--- config.mk ---
export PLATFORM = sky130hd
export DESIGN_NAME = wcvs_ram
export DESIGN_NICKNAME = d
export VERILOG_FILES = /design/src/wcvs_ram.sv
export SDC_FILE = /design/constraint.sdc
export NUM_CORES = 1
export LEC_CHECK = 0
export BUFFER_PORTS_ARGS = -buffer_cell sky130_fd_sc_hd__buf_2
export CAP_MARGIN = 20
export CORE_MARGIN = 10
export CORE_UTILIZATION = 41
export DETAILED_ROUTE_END_ITERATION = 12
export PLACE_DENSITY_LB_ADDON = 0.3
export SLEW_MARGIN = 20
export SYNTH_ARGS = -nofsm -noshare
export SYNTH_HDL_FRONTEND = slang
export SYNTH_SLANG_ARGS = --single-unit
--- constraint.sdc ---
create_clock -name clock -period 2.8 [get_ports clock]
set_input_delay 0.42 -clock clock [delete_from_list [all_inputs] [get_ports clock]]
set_output_delay 0.42 -clock clock [all_outputs]
set_load 0.005 [all_outputs]
--- src/wcvs_ram.sv ---
// Generic single-port-write, single-port-read RAM with registered read data.
module wcvs_ram #(
   parameter int WIDTH = 8,
   parameter int DEPTH = 64
) (
   input  logic                                           clock,
   input  logic                                           wr_en,
   input  logic [$clog2((DEPTH > 1) ? DEPTH : 2)-1:0]     wr_addr,
   input  logic [WIDTH-1:0]                               wr_data,
   input  logic                                           rd_en,
   input  logic [$clog2((DEPTH > 1) ? DEPTH : 2)-1:0]     rd_addr,
   output logic [WIDTH-1:0]                               rd_data
);

   logic [WIDTH-1:0] mem_ff [DEPTH];
   logic [WIDTH-1:0] rd_data_ff;

   always_ff @(posedge clock) begin
      if (wr_en) begin
         mem_ff[wr_addr] <= wr_data;
      end
      if (rd_en) begin
         rd_data_ff <= mem_ff[rd_addr];
      end
   end

   assign rd_data = rd_data_ff;

endmodule

==> out/results.txt <==
Before antenna repair, the detailed router went through 5 iterations. Data on the critical path arrives at its endpoint at 2710 ps. The vias per cell works out to 5.52. The worst hold path cell count was 1.

The pin count of the biggest net entering global routing was 65; the total of cells resized after clock tree synthesis was 0. TritonCTS built the clock tree. For this run, the post-layout net count is 1,122.

The slowest stage of the critical path is the sky130_fd_sc_hd__nor3_1 cell. 0 antenna diodes ended up in the layout. The run gives 4 as the initial antenna violation count. In this run, synthesis inferred 520 flip-flops with an integrated enable. The tools report the cell area after technology mapping as 20,200 µm². The worst reg2reg path depth works out to 5. The run finished with clean final reports. The post-synthesis register bit count was 520; the area growth from synthesis to layout was 16.3%. Static timing analysis puts the maximum clock frequency at 0.418 GHz.

Clock-pin slew was measured on the worst setup and hold paths at 60 ps. Across all register-to-register paths, the minimum setup slack is 410 ps. For the TritonCTS buffer count, the log shows 52. The library cell with the largest summed area after synthesis was sky130_fd_sc_hd__edfxtp_1. In this run, post-CTS hold repair placed 0 buffers. The top cell type by area accounts for 77.1% of the synthesized area. The mean routed wirelength per cell was 25.7 µm. The final critical path time including I/O delays and setup is 2390 ps. The switching power share of the total was 20.7%; the final-report max-slew violation count was 0. The number of setup violations in the final report came out at 0.

The first global-routing pass estimated 69,000 µm of wire. The run gives 81 as the number of core rows. STA classifies the critical path endpoint as a flip-flop. The fraction of registers with async set/reset came out at 0%.

For the via count of the first global-routing pass, the log shows 10,300. The violation count after the first detailed-routing iteration came out at 1,058. The fraction of layout cells with a size suffix above 1 works out to 32.2%. Cells fill 48.2% of the core in the end. Across the routed clock network, the largest skew measured is 15.9 ps. The run gives 48,800 µm² as the area of the core. The filler cells instantiated in the layout total 4,049.

Headroom to the max-slew limit came out at 44.4%. The routability congestion estimate was 0.827; the average size of a mapped cell was 21.5 µm². For this design the ratio of total power to cell area is 681 nW/µm². The clock network accounts for 40.7% of the total power. Of the total power, registers draw 54.0%.

The worst hold path belongs to the class input pin to flip-flop. For the pin with the worst max-slew slack, the measured transition is 835 ps. For the instance count after placement with tap cells included, the log shows 1,709. For the worst-skew pair, the clock arrives at the later sink with an insertion delay of 600 ps. The tools report the total clock sinks as 520.

Multiplexer cells account for 15.9% of the synthesized area. The tools report the total nets after synthesis as 963. For this run, design rule violations remaining after detail routing come to 0. For this design the total switching power over the nets is 3320 µW.

Ranked by total cell area, the synthesized netlist is headed by sky130_fd_sc_hd__edfxtp_1 (77%), sky130_fd_sc_hd__mux4_2 (14%), sky130_fd_sc_hd__nor2_1 (1.5%). The die outline height is 242 µm. The floorplan step set the die width to 242 µm. The wire-length estimate of the detail-placed layout is 30,000 µm. The tools report the hold violation total from the final report as 0. The leakage power is 0.00753 µW, and the number of post-CTS setup repair buffers is 0. Across all layers, the routed design uses 9,928 vias. The synthesized netlist devotes 3.37% of its cell area to simple gates.

Max-cap violations in this run came to 0. Global routing used 15.8% of the available tracks across all layers. The placed instances occupy a cell area of 22,000 µm².

The Yosys step of the flow raised 0 warnings. The cell count after synthesis came out at 940. 31 I/O pins were placed.

The maximum net fanout on the critical path was 1. In the finished design, the share of the clock period the worst path needs comes to 85.4%. For the required time at the endpoint of the critical path, the log shows 3120 ps.

During placement, the flow inserted port buffers numbering 30. Of the total synthesized cell area, the portion taken by XOR and XNOR cells is 0%. The routed design has 46,300 µm of wire.

Traced cell by cell, the critical path runs through mux4_2, mux2_2, o221a_2, nor3_1, o32ai_1. After synthesis, the netlist uses 39 different library cells. The worst setup path is launched from a flip-flop. The total power after layout was 16,000 µW. The post-synthesis adder-cell area fraction works out to 0%. The count of cells in the finished layout, fillers not included, comes to 1,800. The count of nets left with antenna violations once routing finished came out at 0. The finished layout cell area was 23,500 µm². By area, the combinational part of the netlist is dominated by multiplexers.

Once the floorplan was initialized, standard cells occupied 41.4% of the core. The commonest register cell after synthesis is sky130_fd_sc_hd__edfxtp_1. The maximum clock path buffer count is 3, and the area enclosed by the die boundary is 58,700 µm². The largest single stage delay on the critical path is 520 ps. Category of the critical setup timing path: flip-flop to flip-flop.

The fraction of the mapped netlist area in compound gates was 2.06%. Setup repair after global routing left no endpoint under its margin. The tools report the root buffer cell as sky130_fd_sc_hd__clkbuf_16. The worst-case IR drop observed on VDD is 0.453 mV. The logs give 5.3% for the part of the total power dissipated in combinational logic and 12,700 µW for the cell-internal power. For this run, the register share of the synthesized area comes to 77.1%. For this run the aggregate overflow at the end of global routing stands at 0. The tools report the total number of H-tree levels as 2.
placed cells by master (no fill, tap or decap), types with 8 or more instances in the layout:
cell type                   instances
sky130_fd_sc_hd__edfxtp_1         520
sky130_fd_sc_hd__mux4_2           126
sky130_fd_sc_hd__buf_4            120
sky130_fd_sc_hd__nor2_1            83
sky130_fd_sc_hd__clkbuf_16         53
sky130_fd_sc_hd__buf_2             27
sky130_fd_sc_hd__mux2i_1           23
sky130_fd_sc_hd__nand2_1           19
sky130_fd_sc_hd__nor2b_1           14
sky130_fd_sc_hd__clkbuf_1          14
sky130_fd_sc_hd__mux2_2            13
sky130_fd_sc_hd__nand3_1           13
sky130_fd_sc_hd__clkinv_2           9
sky130_fd_sc_hd__o221ai_1           8
sky130_fd_sc_hd__o22ai_1            8
sky130_fd_sc_hd__clkinv_1           8
sky130_fd_sc_hd__buf_12             8
power groups by stage:
| stage | clock [µW] | sequential (µW) | combinational (µW) |
|---|---|---|---|
| 6_report | 6520 | 8660 | 847 |
| 5_1_grt | 6950 | 8660 | 907 |
| 4_1_cts | 6650 | 8660 | 860 |
| 3_5_place_dp | 0 | 8820 | 858 |
| 3_3_place_gp | 0 | 8820 | 847 |
| 2_1_floorplan | 0 | 8810 | 459 |
cells in the mapped netlist, types with 3 or more instances:
master and number:
sky130_fd_sc_hd__mux2_2 13, sky130_fd_sc_hd__a21oi_1 3, sky130_fd_sc_hd__clkbuf_1 17, sky130_fd_sc_hd__a22oi_1 3
sky130_fd_sc_hd__buf_4 13, sky130_fd_sc_hd__o2bb2ai_1 3, sky130_fd_sc_hd__a211oi_1 4, sky130_fd_sc_hd__buf_2 11
sky130_fd_sc_hd__nand2b_1 7, sky130_fd_sc_hd__o221ai_1 8, sky130_fd_sc_hd__a221oi_1 6, sky130_fd_sc_hd__nand3b_1 3
sky130_fd_sc_hd__mux2i_1 23, sky130_fd_sc_hd__nand3_1 13, sky130_fd_sc_hd__nor2_1 83, sky130_fd_sc_hd__edfxtp_1 520
sky130_fd_sc_hd__nor2b_1 14, sky130_fd_sc_hd__nand2_1 19, sky130_fd_sc_hd__buf_6 4, sky130_fd_sc_hd__o22ai_1 8
sky130_fd_sc_hd__buf_1 4, sky130_fd_sc_hd__mux4_2 126, sky130_fd_sc_hd__nor3_1 7, sky130_fd_sc_hd__o2111ai_1 3
critical path, delay by kind of cell (launching register included):
| kind | cells | cell delay [ps] |
|---|---|---|
| AND/OR/NAND/NOR | 1 | 520 |
| flip-flops | 1 | 360 |
| AO/OA/AOI/OAI | 2 | 460 |
| multiplexers | 2 | 780 |
path summary, 6_finish.rpt:
check	startpoint	end
max	mem_ff[29][4]$_DFFE_PP_	rd_data[4]$_DFFE_PP_
min	wr_data[5]	mem_ff[53][5]$_DFFE_PP_
max reg2reg	mem_ff[29][4]$_DFFE_PP_	rd_data[4]$_DFFE_PP_
min reg2reg	mem_ff[0][7]$_DFFE_PP_	rd_data[7]$_DFFE_PP_
logic make-up after synthesis:
logic type	after synthesis
simple gates	153
buf+inv	51
mux	162
compound gates	54
flops	520
metal layers:
layer / wire [µm] / global-route usage (%) / vias to the layer above
met5: 64 / 0 / -
met4: 1130 / 4.99 / 8
met3: 2930 / 3.40 / 93
met2: 21900 / 24.7 / 313
met1: 20300 / 21.7 / 5264
li1: - / - / 4250
sequential cells by signal (all words and copies together), names as in the netlist:
name,flops
mem_ff,512
rd_data,8
per-stage QoR:
step	hold WS (ps)	setup WS (ps)	TNS, ps
3_3_place_gp	816	-61.5	-65.1
5_1_grt	213	379	0
4_1_cts	192	457	0
6_report	225	408	0
3_5_place_dp	820	-71.1	-117
2_1_floorplan	519	574	0
cell type report:
class,count,area [µm²],area share [%]
Sequential cell,520,15600,66.3
Clock inverter,24,196,0.834
Clock buffer,67,1380,5.86
Tap cell,664,831,3.53
Timing Repair Buffer,156,1210,5.14
Multi-Input combinational cell,369,4320,18.3
(Power assumes the default switching activity.)
